==> config.mk <==
export PLATFORM = sky130hd
export DESIGN_NAME = ps2_scancode_to_ascii_fifo_core_flat
export DESIGN_NICKNAME = d
export VERILOG_FILES = /design/src/rtl/ps2a_pkg.sv /design/src/rtl/ps2a_in_if.sv /design/src/rtl/ps2a_out_if.sv /design/src/rtl/ps2a_ram.sv /design/src/rtl/ps2_scancode_to_ascii_fifo_core.sv /design/src/flat_wrapper.sv
export SDC_FILE = /design/constraint.sdc
export NUM_CORES = 2
export LEC_CHECK = 0
export ABC_AREA = 1
export BUFFER_PORTS_ARGS = -buffer_cell sky130_fd_sc_hd__buf_2
export CAP_MARGIN = 20
export CELL_PAD_IN_SITES_DETAIL_PLACEMENT = 1
export CELL_PAD_IN_SITES_GLOBAL_PLACEMENT = 2
export CORE_MARGIN = 2
export CORE_UTILIZATION = 47
export CTS_CLUSTER_DIAMETER = 60
export DETAILED_ROUTE_END_ITERATION = 6
export GPL_ROUTABILITY_DRIVEN = 0
export GPL_TIMING_DRIVEN = 0
export PLACE_DENSITY = 0.85
export SYNTH_ARGS = -nofsm -noshare
export SYNTH_HDL_FRONTEND = slang
export SYNTH_HIERARCHICAL = 1
export SYNTH_SLANG_ARGS = --single-unit
==> constraint.sdc <==
create_clock -name clk_i -period 15.75 [get_ports clk_i]
set_clock_uncertainty 0.1 [all_clocks]
set_input_delay 0.7875 -clock clk_i [delete_from_list [all_inputs] [get_ports clk_i]]
set_output_delay 0.7875 -clock clk_i [all_outputs]
set_load 0.05 [all_outputs]
==> src/rtl/ps2a_pkg.sv <==
package ps2a_pkg;

  // character buffer geometry
  localparam int unsigned FIFO_DEPTH = 256;
  localparam int unsigned PTR_W      = $clog2(FIFO_DEPTH);
  localparam int unsigned CNT_W      = $clog2(FIFO_DEPTH + 1);
  localparam int unsigned CHAR_W     = 7;
  localparam int unsigned FILL_W     = 9;

  // scan code values
  localparam logic [7:0] SC_BREAK    = 8'hF0;
  localparam logic [7:0] SC_EXTEND   = 8'hE0;
  localparam logic [7:0] SC_LSHIFT   = 8'h12;
  localparam logic [7:0] SC_RSHIFT   = 8'h59;
  localparam logic [7:0] SC_CAPS     = 8'h58;

  localparam int unsigned TABLE_LEN  = 59;
  localparam int unsigned TAB_IDX_W  = $clog2(TABLE_LEN);

  // request kinds
  localparam logic FUNC_SCAN = 1'b0;
  localparam logic FUNC_READ = 1'b1;

  typedef logic [CHAR_W-1:0] char_t;

  typedef struct packed {
    logic       func;
    logic [7:0] scan_byte;
  } in_req_t;

  typedef struct packed {
    logic              echo_valid;
    char_t             echo_char;
    logic              dropped;
    logic              read_valid;
    char_t             read_char;
    logic              has_char;
    logic [FILL_W-1:0] fill_count;
  } out_rsp_t;

  localparam char_t PLAIN_TAB [TABLE_LEN] = '{
    7'h00, 7'h00, 7'h31, 7'h32, 7'h33, 7'h34, 7'h35, 7'h36, 7'h37, 7'h38,
    7'h39, 7'h30, 7'h2d, 7'h3d, 7'h08, 7'h09, 7'h71, 7'h77, 7'h65, 7'h72,
    7'h74, 7'h79, 7'h75, 7'h69, 7'h6f, 7'h70, 7'h5b, 7'h5d, 7'h0a, 7'h00,
    7'h61, 7'h73, 7'h64, 7'h66, 7'h67, 7'h68, 7'h6a, 7'h6b, 7'h6c, 7'h3b,
    7'h27, 7'h60, 7'h00, 7'h5c, 7'h7a, 7'h78, 7'h63, 7'h76, 7'h62, 7'h6e,
    7'h6d, 7'h2c, 7'h2e, 7'h2f, 7'h00, 7'h2a, 7'h00, 7'h20, 7'h00
  };

  localparam char_t UPPER_TAB [TABLE_LEN] = '{
    7'h00, 7'h00, 7'h21, 7'h40, 7'h23, 7'h24, 7'h25, 7'h5e, 7'h26, 7'h2a,
    7'h28, 7'h29, 7'h5f, 7'h2b, 7'h08, 7'h09, 7'h51, 7'h57, 7'h45, 7'h52,
    7'h54, 7'h59, 7'h55, 7'h49, 7'h4f, 7'h50, 7'h7b, 7'h7d, 7'h0a, 7'h00,
    7'h41, 7'h53, 7'h44, 7'h46, 7'h47, 7'h48, 7'h4a, 7'h4b, 7'h4c, 7'h3a,
    7'h22, 7'h7e, 7'h00, 7'h7c, 7'h5a, 7'h58, 7'h43, 7'h56, 7'h42, 7'h4e,
    7'h4d, 7'h3c, 7'h3e, 7'h3f, 7'h00, 7'h2a, 7'h00, 7'h20, 7'h00
  };

endpackage

==> src/rtl/ps2a_in_if.sv <==
interface ps2a_in_if import ps2a_pkg::*; ();
  logic    valid;
  logic    ready;
  in_req_t req;

  modport source (output valid, output req, input ready);
  modport sink   (input valid, input req, output ready);
endinterface

==> src/rtl/ps2a_out_if.sv <==
interface ps2a_out_if import ps2a_pkg::*; ();
  logic     valid;
  logic     ready;
  out_rsp_t rsp;

  modport source (output valid, output rsp, input ready);
  modport sink   (input valid, input rsp, output ready);
endinterface

==> src/rtl/ps2a_ram.sv <==
module ps2a_ram #(
  parameter int unsigned WIDTH = 8,
  parameter int unsigned DEPTH = 256
) (
  input  logic                     clk_i,
  input  logic                     we_i,
  input  logic [$clog2(DEPTH)-1:0] waddr_i,
  input  logic [WIDTH-1:0]         wdata_i,
  input  logic                     re_i,
  input  logic [$clog2(DEPTH)-1:0] raddr_i,
  output logic [WIDTH-1:0]         rdata_o
);

  logic [WIDTH-1:0] mem_q [DEPTH];
  logic [WIDTH-1:0] rdata_q;

  always_ff @(posedge clk_i) begin
    if (we_i) begin
      mem_q[waddr_i] <= wdata_i;
    end
    if (re_i) begin
      rdata_q <= mem_q[raddr_i];
    end
  end

  assign rdata_o = rdata_q;

endmodule

==> src/rtl/ps2_scancode_to_ascii_fifo_core.sv <==
// a request accepted is registered in stage 1, then in the out stage that drives the port
// throughput: one request per cycle, limited by nothing but output back-pressure
// the character buffer is one ram with a registered read port, so pop data
// lands in the same cycle as the pointer update
// reset: asynchronous active-low, clears pointers, count, modifier flags and valids;
// ram contents are not cleared
module ps2_scancode_to_ascii_fifo_core import ps2a_pkg::*; (
  input  logic        clk_i,
  input  logic        rst_ni,
  ps2a_in_if.sink     in_i,
  ps2a_out_if.source  out_o
);

  // ---------------------------------------------------------------------------
  // control state
  // ---------------------------------------------------------------------------
  logic [PTR_W-1:0] rd_ptr_q, rd_ptr_d;
  logic [PTR_W-1:0] wr_ptr_q, wr_ptr_d;
  logic [CNT_W-1:0] held_q, held_d;
  logic             shift_q, shift_d;
  logic             caps_q, caps_d;
  logic             break_q, break_d;

  // pipeline: stage 1 waits on ram read data, out stage drives the port
  logic     s1_valid_q;
  out_rsp_t s1_q, s1_d;
  logic     out_valid_q;
  out_rsp_t out_q, out_d;

  logic     accept;
  logic     s1_adv;
  logic     is_scan;
  logic [7:0] code;
  char_t    dec_char;
  logic     has_dec;
  logic     not_full;
  logic     push;
  logic     pop;
  char_t    ram_rdata;

  // ---------------------------------------------------------------------------
  // handshake: stage 1 moves whenever the output register is free or drained
  // ---------------------------------------------------------------------------
  assign s1_adv     = !out_valid_q || out_o.ready;
  assign in_i.ready = !s1_valid_q || s1_adv;
  assign accept     = in_i.valid && in_i.ready;

  assign is_scan = (in_i.req.func == FUNC_SCAN);
  assign code    = in_i.req.scan_byte;

  // ---------------------------------------------------------------------------
  // scan byte decode and modifier tracking
  // ---------------------------------------------------------------------------
  always_comb begin
    dec_char = '0;
    shift_d  = shift_q;
    caps_d   = caps_q;
    break_d  = break_q;
    if (accept && is_scan) begin
      priority if (break_q) begin
        // release code: only shift keys matter, everything else is dropped
        break_d = 1'b0;
        if (code == SC_LSHIFT || code == SC_RSHIFT) begin
          shift_d = 1'b0;
        end
      end else if (code == SC_BREAK) begin
        break_d = 1'b1;
      end else if (code == SC_EXTEND) begin
        // extended prefix carries no information here
      end else if (code == SC_LSHIFT || code == SC_RSHIFT) begin
        shift_d = 1'b1;
      end else if (code == SC_CAPS) begin
        caps_d = !caps_q;
      end else if (code < 8'(TABLE_LEN)) begin
        // shift and caps cancel each other
        dec_char = (shift_q ^ caps_q) ? UPPER_TAB[code[TAB_IDX_W-1:0]]
                                      : PLAIN_TAB[code[TAB_IDX_W-1:0]];
      end else begin
        // unmapped code
      end
    end
  end

  assign has_dec  = (dec_char != '0);
  assign not_full = (held_q < CNT_W'(FIFO_DEPTH));
  assign push     = has_dec && not_full;
  assign pop      = accept && !is_scan && (held_q != '0);

  // ---------------------------------------------------------------------------
  // buffer pointers and count
  // ---------------------------------------------------------------------------
  always_comb begin
    rd_ptr_d = rd_ptr_q;
    wr_ptr_d = wr_ptr_q;
    held_d   = held_q;
    if (push) begin
      wr_ptr_d = (wr_ptr_q == PTR_W'(FIFO_DEPTH - 1)) ? '0 : wr_ptr_q + 1'b1;
      held_d   = held_q + 1'b1;
    end
    if (pop) begin
      rd_ptr_d = (rd_ptr_q == PTR_W'(FIFO_DEPTH - 1)) ? '0 : rd_ptr_q + 1'b1;
      held_d   = held_q - 1'b1;
    end
  end

  // push and pop never share a cycle, and a pop never targets an entry
  // written in the same cycle, so the ram needs no bypass
  ps2a_ram #(
    .WIDTH (CHAR_W),
    .DEPTH (FIFO_DEPTH)
  ) u_store (
    .clk_i   (clk_i),
    .we_i    (push),
    .waddr_i (wr_ptr_q),
    .wdata_i (dec_char),
    .re_i    (pop),
    .raddr_i (rd_ptr_q),
    .rdata_o (ram_rdata)
  );

  // ---------------------------------------------------------------------------
  // result assembly
  // ---------------------------------------------------------------------------
  always_comb begin
    s1_d            = '0;
    s1_d.echo_valid = has_dec;
    s1_d.echo_char  = dec_char;
    s1_d.dropped    = has_dec && !not_full;
    s1_d.read_valid = pop;
    s1_d.has_char   = (held_d != '0);
    s1_d.fill_count = FILL_W'(held_d);
  end

  // read data joins the result as it leaves stage 1
  always_comb begin
    out_d           = s1_q;
    out_d.read_char = s1_q.read_valid ? ram_rdata : '0;
  end

  always_ff @(posedge clk_i or negedge rst_ni) begin
    if (!rst_ni) begin
      rd_ptr_q    <= '0;
      wr_ptr_q    <= '0;
      held_q      <= '0;
      shift_q     <= 1'b0;
      caps_q      <= 1'b0;
      break_q     <= 1'b0;
      s1_valid_q  <= 1'b0;
      out_valid_q <= 1'b0;
    end else begin
      rd_ptr_q <= rd_ptr_d;
      wr_ptr_q <= wr_ptr_d;
      held_q   <= held_d;
      shift_q  <= shift_d;
      caps_q   <= caps_d;
      break_q  <= break_d;
      if (accept) begin
        s1_valid_q <= 1'b1;
      end else if (s1_adv) begin
        s1_valid_q <= 1'b0;
      end
      if (s1_adv) begin
        out_valid_q <= s1_valid_q;
      end
    end
  end

  always_ff @(posedge clk_i) begin
    if (accept) begin
      s1_q <= s1_d;
    end
    if (s1_adv && s1_valid_q) begin
      out_q <= out_d;
    end
  end

  assign out_o.valid = out_valid_q;
  assign out_o.rsp   = out_q;

`ifndef SYNTHESIS
  // count never exceeds the buffer depth
  a_held_bound: assert property (@(posedge clk_i) disable iff (!rst_ni)
    held_q <= CNT_W'(FIFO_DEPTH))
    else $error("buffer count above depth");

  // empty or full buffer means the pointers meet
  a_ptr_meet: assert property (@(posedge clk_i) disable iff (!rst_ni)
    (held_q == '0 || held_q == CNT_W'(FIFO_DEPTH)) |-> (rd_ptr_q == wr_ptr_q))
    else $error("pointers disagree with count");

  // every accepted request lands in stage 1 on the next edge
  a_s1_fill: assert property (@(posedge clk_i) disable iff (!rst_ni)
    accept |=> s1_valid_q)
    else $error("accepted request lost before stage 1");

  // a pop always frees one slot
  a_pop_count: assert property (@(posedge clk_i) disable iff (!rst_ni)
    pop |=> (held_q == $past(held_q) - 1'b1))
    else $error("pop did not decrement count");
`endif

endmodule
==> src/flat_wrapper.sv <==
// flat-port wrapper written by rule: the top's interface ports become plain ports
module ps2_scancode_to_ascii_fifo_core_flat import ps2a_pkg::*;
  (clk_i, rst_ni, in_i_valid, in_i_req, in_i_ready, out_o_valid, out_o_rsp, out_o_ready);
  ps2a_in_if in_i_i ();
  ps2a_out_if out_o_i ();
  input  logic clk_i;
  input  logic rst_ni;
  input wire logic [$bits(in_i_i.valid)-1:0] in_i_valid;
  input wire logic [$bits(in_i_i.req)-1:0] in_i_req;
  output wire logic [$bits(in_i_i.ready)-1:0] in_i_ready;
  output wire logic [$bits(out_o_i.valid)-1:0] out_o_valid;
  output wire logic [$bits(out_o_i.rsp)-1:0] out_o_rsp;
  input wire logic [$bits(out_o_i.ready)-1:0] out_o_ready;
  assign in_i_i.valid = in_i_valid;
  assign in_i_i.req = in_i_req;
  assign in_i_ready = in_i_i.ready;
  assign out_o_valid = out_o_i.valid;
  assign out_o_rsp = out_o_i.rsp;
  assign out_o_i.ready = out_o_ready;
  ps2_scancode_to_ascii_fifo_core u_core (.clk_i(clk_i), .rst_ni(rst_ni), .in_i(in_i_i), .out_o(out_o_i));
endmodule
# Word level (Yosys, flattened, before mapping)
# Memory sizes are Yosys's and may differ from the RTL's. A register that Yosys moved wholly into a read port is not among the register bits.
# Cells that the tools add are included.
[word_totals]
mem_bits_ro = 896
n_memories = 3
ram_bits = 1792
wordCells = 94
reg_bits = 77
output_inout_bits = 29
inputBits = 13
[op_classes]
n_reduce_logical = 20
n_addsub = 4
order_cmp = 3
n_bitwise = 7
mux = 27
eq_ne = 9
[memory_table]
columns = ["name", "words", "width", "rd", "rd_ports_with_merged_regs", "wr", "line", "text"]
rows = [
  ["u_core.u_store.mem_q", 256, 7, 1, 1, 1, "ps2a_ram.sv:14", "logic [WIDTH-1:0] mem_q [DEPTH];"],
  ["(no name shown)", 64, 7, 1, 0, 0, "ps2_scancode_to_ascii_fifo_core.sv:76", "dec_char = (shift_q ^ caps_q) ? UPPER_TAB[code[TAB_IDX_W-1:0]]"],
  ["(no name shown)", 64, 7, 1, 0, 0, "ps2_scancode_to_ascii_fifo_core.sv:77", ": PLAIN_TAB[code[TAB_IDX_W-1:0]];"],
]
[op_table]
columns = ["operator", "count"]
rows = [
  ["2-to-1 mux 7 bit", 12],
  ["equality test 8 bit, second input constant", 4],
  ["2-to-1 mux 9 bit", 2],
  ["nonzero test 9 bit", 2],
  ["adder 8 x 1 -> 8 bit, second input constant", 2],
  ["equality test 8 x 7 -> 1 bit, second input constant", 2],
  ["2-to-1 mux 8 bit", 2],
  ["2-to-1 mux 1 bit", 11],
  ["adder 9 x 1 -> 9 bit, second input constant", 1],
  ["< comparator 9 bit, second input constant", 1],
  ["subtractor 9 x 1 -> 9 bit, second input constant", 1],
  ["equality test 8 x 5 -> 1 bit, second input constant", 1],
  ["< comparator 8 x 6 -> 1 bit, second input constant", 1],
  [">= comparator 7 bit, second input constant", 1],
  ["logical AND 1 bit", 7],
  ["NOT 6 -> 7 bit", 1],
  ["nonzero test 7 bit", 1],
  ["AND reduction 6 bit", 1],
  ["NOT 1 bit", 5],
  ["zero test 1 bit", 4],
  ["!= test 2 x 1 -> 1 bit, second input constant", 2],
  ["AND reduction 4 bit", 1],
  ["logical OR 1 bit", 3],
  ["nonzero test 2 bit", 1],
  ["XOR 1 bit", 1],
]

# Depth between registers and ports, before layout
[depth]
word_depth = 17
mapped_depth = 23
mapped_depth_nobuf = 22

# By module
# The synthesis kept the hierarchy.
[modules_own_cells]
columns = ["mod", "cells_per_inst", "instances", "area_each_um2", "seq_area_each_um2"]
rows = [
  ["ps2a_ram", 6218, 1, 73339.1, 54021.8],
  ["ps2_scancode_to_ascii_fifo_core", 560, 1, 4523.1, 2162.1],
]

# Least setup slack after synthesis
# No wires, ideal clock.
[synth_timing]
kind = "input to register"
from = "in in_i_req[0]"
to = "mem u_core/u_store/mem_q[162][0] in the netlist's numbering, enable pin"
setup_ns = 0.360
path_buffers = 2
stages = 18
path_slack_ns = 7.884
t_arrival_ns = 7.406
t_required_ns = 15.290
path_cell_list = "inv_1 > ha_1 > inv_1 > nand2_1 > nand2_1 > nand2_1 > nand3_1 > nand2_1 > a21oi_1 > a21oi_2 > nor2_2 > nand2_4 > nand2_4 > inv_2 > clkbuf_1 > nand3_1 > clkbuf_1 > nor2_1"
[synth_via]
elab_chain_cells = 16
word_cells_on_any_way = 26
cone_classes = "1 x order compare; 5 x eq/ne; 14 x mux; 1 x bitwise; 3 x reduce/logical; 2 x memory"
[synth_rtl]
columns = ["element", "line", "text"]
rows = [
  ["from (decl)", "flat_wrapper.sv:9", "input wire logic [$bits(in_i_i.req)-1:0] in_i_req;"],
  ["NOT 6 -> 7 bit (implied by the code)", "ps2_scancode_to_ascii_fifo_core.sv:76, ps2_scancode_to_ascii_fifo_core.sv:77", ""],
  ["memory read (64 x 7 bit) (on tied branches)", "-", ""],
  ["2-to-1 mux 7 bit (on tied branches) (2 in series)", "ps2_scancode_to_ascii_fifo_core.sv:77, ps2_scancode_to_ascii_fifo_core.sv:76", ""],
  ["2-to-1 mux 7 bit", "ps2_scancode_to_ascii_fifo_core.sv:76", ""],
  ["2-to-1 mux 7 bit", "ps2_scancode_to_ascii_fifo_core.sv:74", "end else if (code < 8'(TABLE_LEN)) begin"],
  ["2-to-1 mux 7 bit", "ps2_scancode_to_ascii_fifo_core.sv:72", "end else if (code == SC_CAPS) begin"],
  ["2-to-1 mux 7 bit", "ps2_scancode_to_ascii_fifo_core.sv:70", "end else if (code == SC_LSHIFT || code == SC_RSHIFT) begin"],
  ["2-to-1 mux 7 bit", "ps2_scancode_to_ascii_fifo_core.sv:68", "end else if (code == SC_EXTEND) begin"],
  ["[2 not listed]", "-", ""],
  ["2-to-1 mux 7 bit *", "ps2_scancode_to_ascii_fifo_core.sv:59", "if (accept && is_scan) begin"],
  ["named net u_core.dec_char[0]", "ps2_scancode_to_ascii_fifo_core.sv:34", "char_t dec_char;"],
  ["nonzero test 7 bit *", "ps2_scancode_to_ascii_fifo_core.sv:84", "assign has_dec = (dec_char != '0);"],
  ["named net u_core.has_dec", "ps2_scancode_to_ascii_fifo_core.sv:35", "logic has_dec;"],
  ["logical AND 1 bit *", "ps2_scancode_to_ascii_fifo_core.sv:86", "assign push = has_dec && not_full;"],
  ["named net u_core.push", "ps2_scancode_to_ascii_fifo_core.sv:37", "logic push;"],
  ["2-to-1 mux 1 bit *", "ps2a_ram.sv:18", "if (we_i) begin"],
  ["2-to-1 mux 1 bit (implied by the code) *", "ps2a_ram.sv:19", "mem_q[waddr_i] <= wdata_i;"],
  ["to (decl)", "ps2a_ram.sv:14", ""],
]
# The timed path passes the listed nets; every way through them passes the cells marked *. The select of a mux whose other input is x is not followed.

# Worst setup path after layout
[layout_timing]
from = "in in_i_req[1]"
to = "mem u_core/u_store/mem_q[210][3] in the netlist's numbering, enable pin"
# The elaborated chain is that of the path after synthesis.

==> impl_metrics.yaml <==
detailed_routing:
  first_pass_iters: 7
  via_per_inst: 6.04
  route.detailed.drc: 1
  routed_wl_um: 287000
  first_iter_violations: 6914
  num_vias: 56800
  wl_per_cell_um: 30.5
  ant_nets: 0
setup_path:
  crit_required_ns: 16.11
  timing.rr.start: "u_core/out_o.valid"
  cp-end-kind: "flip-flop"
  reg2regPathDepth: 14
  cp-start-kind: "primary input"
  arrival_ns: 6.48
  regToRegSetupSlack_ns: 9.76
  path_max_fanout: 21
  path_class: "primary input to flip-flop"
  r2r_end: "u_core/u_store/mem_q[210][3]"
  worstSetupStartpoint: "in_i_req[1]"
synth:
  synth_top_cell_by_area: "edfxtp_1"
  async_flop_share_pct: 1.60
  synth-main-ff-cell: "edfxtp_1"
  synth_edf_count: 1846
  synth_warnings: 6
  synth_cells: 6778
  synth_seq_area_share_pct: 72.2
  syn_nets: 6807
  netlist_area_mm2: 0.0779
  synthTopCellsByArea: "edfxtp_1 (71%), nand3_1 (11%), nand2_1 (10%)"
  synth_seq_cells: 1876
  yosysUniqueCellTypes: 40
  avgSynthCellArea_um2: 11.5
  synth_top_cell_area_share_pct: 71.2
timing:
  finalSetupViolations: 0
  finalHoldViolations: 0
  worst_pin_slew_ns: 1.17
  grt_setup_unrepaired: "false"
  finalSetupTns_ns: 0
  fin_crit_sh_pct: 38.9
  max_freq_ghz: 0.163
  maxSlewViolCount: 0
  period_needed_ns: 6.13
  relSlewSlack_pct: 21.5
pwr:
  switchingPower_w: 0.00605
  p_total_w: 0.0152
  p_comb_share_pct: 34.6
  powerDensity_mw_per_mm2: 174
  pwr-share-seq_pct: 36.4
  pwr-share-clk_pct: 29.0
  irDropWorstVdd_uv: 123
  p_leak_nw: 31.6
  internal_power_w: 0.00915
  switching_share_pct: 39.8
clock_network:
  cts_buffer_depth: 3
  cts-htree-levels: 4
  cts_sinks: 1876
  clkLatencyLatePin_ns: 0.86
  clock-root-buffer: "clkbuf_16"
  clkTransAtPathRegs_ns: 0.06
  cts_tree: "built"
  numCtsBuffers: 196
finish:
  final_common_cell: "nand2_1"
  area_delta_synth_final_pct: 12.5
  fin_util_pct: 53.1
  final_cell_mix: "nand2_1 (2126), edfxtp_1 (1846), nand3_1 (1784), nor2_1 (333), buf_2 (270)"
  fin_nets: 7077
  drive_above_1_share_pct: 9.50
die:
  die_w_um: 411
  start_util_pct: 47.2
  num_rows: 149
  core_mm2: 0.165
  ios: 42
  die_y_um: 411
  dieArea_mm2: 0.169
worst_hold_path:
  hold_class: "primary input to flip-flop"
  whs_path_depth: 3
  hold_end: "u_core/s1_valid_q"
  hp-start: "in_i_valid"
global_route:
  antenna_found_initial: 21
  grt_pass1_vias: 56300
  grt_max_degree: 141
  grtUsageTotal_pct: 33.7
  grt_first_pass_wirelength_um: 406000
  gr-total-overflow: 0
run_status:
  outcome: "finished with violations"
  violations: "DRC"
place:
  detailed_place_hpwl_um: 199000
  io_buffers: 40
run:
  cap_violations: 0
cell families after synthesis:
kind of cell,share of synthesized area [%]
AOI/OAI and AO/OA,0.326
buffers and inverters,3.47
DFF,72.2
xor gates and xnor gates,0.135
and+or+nand+nor,23.6
adders and majority gates,0.257
flip-flops by register name (all words and copies together) (netlist names):
signal	flops
u_core/rd_ptr_q	8
u_core/break_q	1
u_core/u_store/mem_q	1792
u_core/out_o.rsp	27
u_core/u_store/rdata_o	7
u_core/out_o.valid	1
u_core/shift_q	1
u_core/caps_q	1
u_core/held_q	9
u_core/out_d	20
u_core/s1_valid_q	1
u_core/wr_ptr_q	8
synthesized netlist by cell type, types with 2 or more instances:
| library cell | count |
|---|---|
| buf_1 | 40 |
| nor2_1 | 333 |
| o21ai_0 | 12 |
| inv_2 | 7 |
| nand2_1 | 2126 |
| o21ai_1 | 5 |
| nor2_4 | 3 |
| xor2_1 | 6 |
| o211ai_1 | 2 |
| o21a_1 | 2 |
| buf_6 | 21 |
| ha_1 | 16 |
| buf_4 | 44 |
| dfrtp_1 | 30 |
| nand2_2 | 4 |
| nand4_1 | 4 |
| edfxtp_1 | 1846 |
| inv_4 | 3 |
| nand2_4 | 2 |
| a21oi_2 | 2 |
| nor2_2 | 4 |
| buf_8 | 2 |
| xnor2_1 | 6 |
| clkbuf_1 | 103 |
| nor3_1 | 10 |
| nand3_1 | 1784 |
| inv_1 | 99 |
| buf_2 | 230 |
| a21oi_1 | 20 |
| a31oi_1 | 2 |
worst max-delay path by stage:
stage,endpoint,slack [ns],cells after the start
floorplan,u_core/u_store/mem_q[162][0],7.88,18
global placement,u_core/u_store/mem_q[213][4],-0.87,17
detailed placement,u_core/u_store/mem_q[210][2],8.93,19
CTS,u_core/u_store/mem_q[211][1],9.85,19
global route,u_core/u_store/mem_q[211][3],9.52,19
finish,u_core/u_store/mem_q[210][3],9.62,19
cell type report:
type / count / area (µm²)
buffer: 440 / 2310
timing repair buffer: 72 / 873
clock buffer: 255 / 5190
tap: 2189 / 2740
multi-input combinational: 4352 / 19000
fill: 17300 / 77200
inverter: 110 / 458
sequential: 1876 / 56200
antenna: 3 / 7.51
clock inverter: 104 / 827
through the flow:
stage / cells / setup slack [ns] / cell area [µm²] / hold WS [ns]
after detailed placement: 9038 / 8.93 / 81600 / 0.305
after global placement: 9007 / -0.872 / 80800 / 0.303
after global routing: 9398 / 9.52 / 87600 / 0.150
final: 9401 / 9.62 / 87600 / 0.157
after floorplan: 6778 / 7.88 / 77900 / 0.300
after CTS: 9398 / 9.85 / 87600 / 0.105
worst max-delay path: stages:
cell      delay, ns
buf_2          0.24
inv_1          0.23
ha_1           0.30
inv_1          0.12
nor2_1         0.07
nand2_1        0.11
nand2_1        0.08
nor2_1         0.13
nand2_2        0.13
a21oi_4        0.65
buf_16         0.25
nor2_4         0.06
nand2_4        0.08
nand2_4        0.06
inv_2          0.23
clkbuf_1       0.39
nand2_1        0.67
clkbuf_2       0.82
nor2_1         1.03
what timing repair did:
action,in CTS,in global routing
buffers inserted,0,0
endpoints found under the setup margin,0,0
hold buffers,1,0
resized for setup,0,0
hold endpoints to repair,30,0
metal layers:
layer | global-route usage (%) | wire [µm] | up-vias
li1 | - | - | 24400
met1 | 45.2 | 113000 | 28800
met2 | 51.8 | 130000 | 2930
met3 | 7.47 | 27800 | 650
met4 | 17.4 | 16700 | 8
met5 | 0 | 44 | -
power groups by stage:
stage | combinational (W) | sequential [W] | clock, W
2_1_floorplan | 0.00273 | 0.00566 | 0
3_3_place_gp | 0.00492 | 0.00565 | 0
3_5_place_dp | 0.00505 | 0.00564 | 0
4_1_cts | 0.00508 | 0.00553 | 0.00445
5_1_grt | 0.00546 | 0.00554 | 0.00463
6_report | 0.00526 | 0.00554 | 0.00441
(Power assumes the default switching activity.)
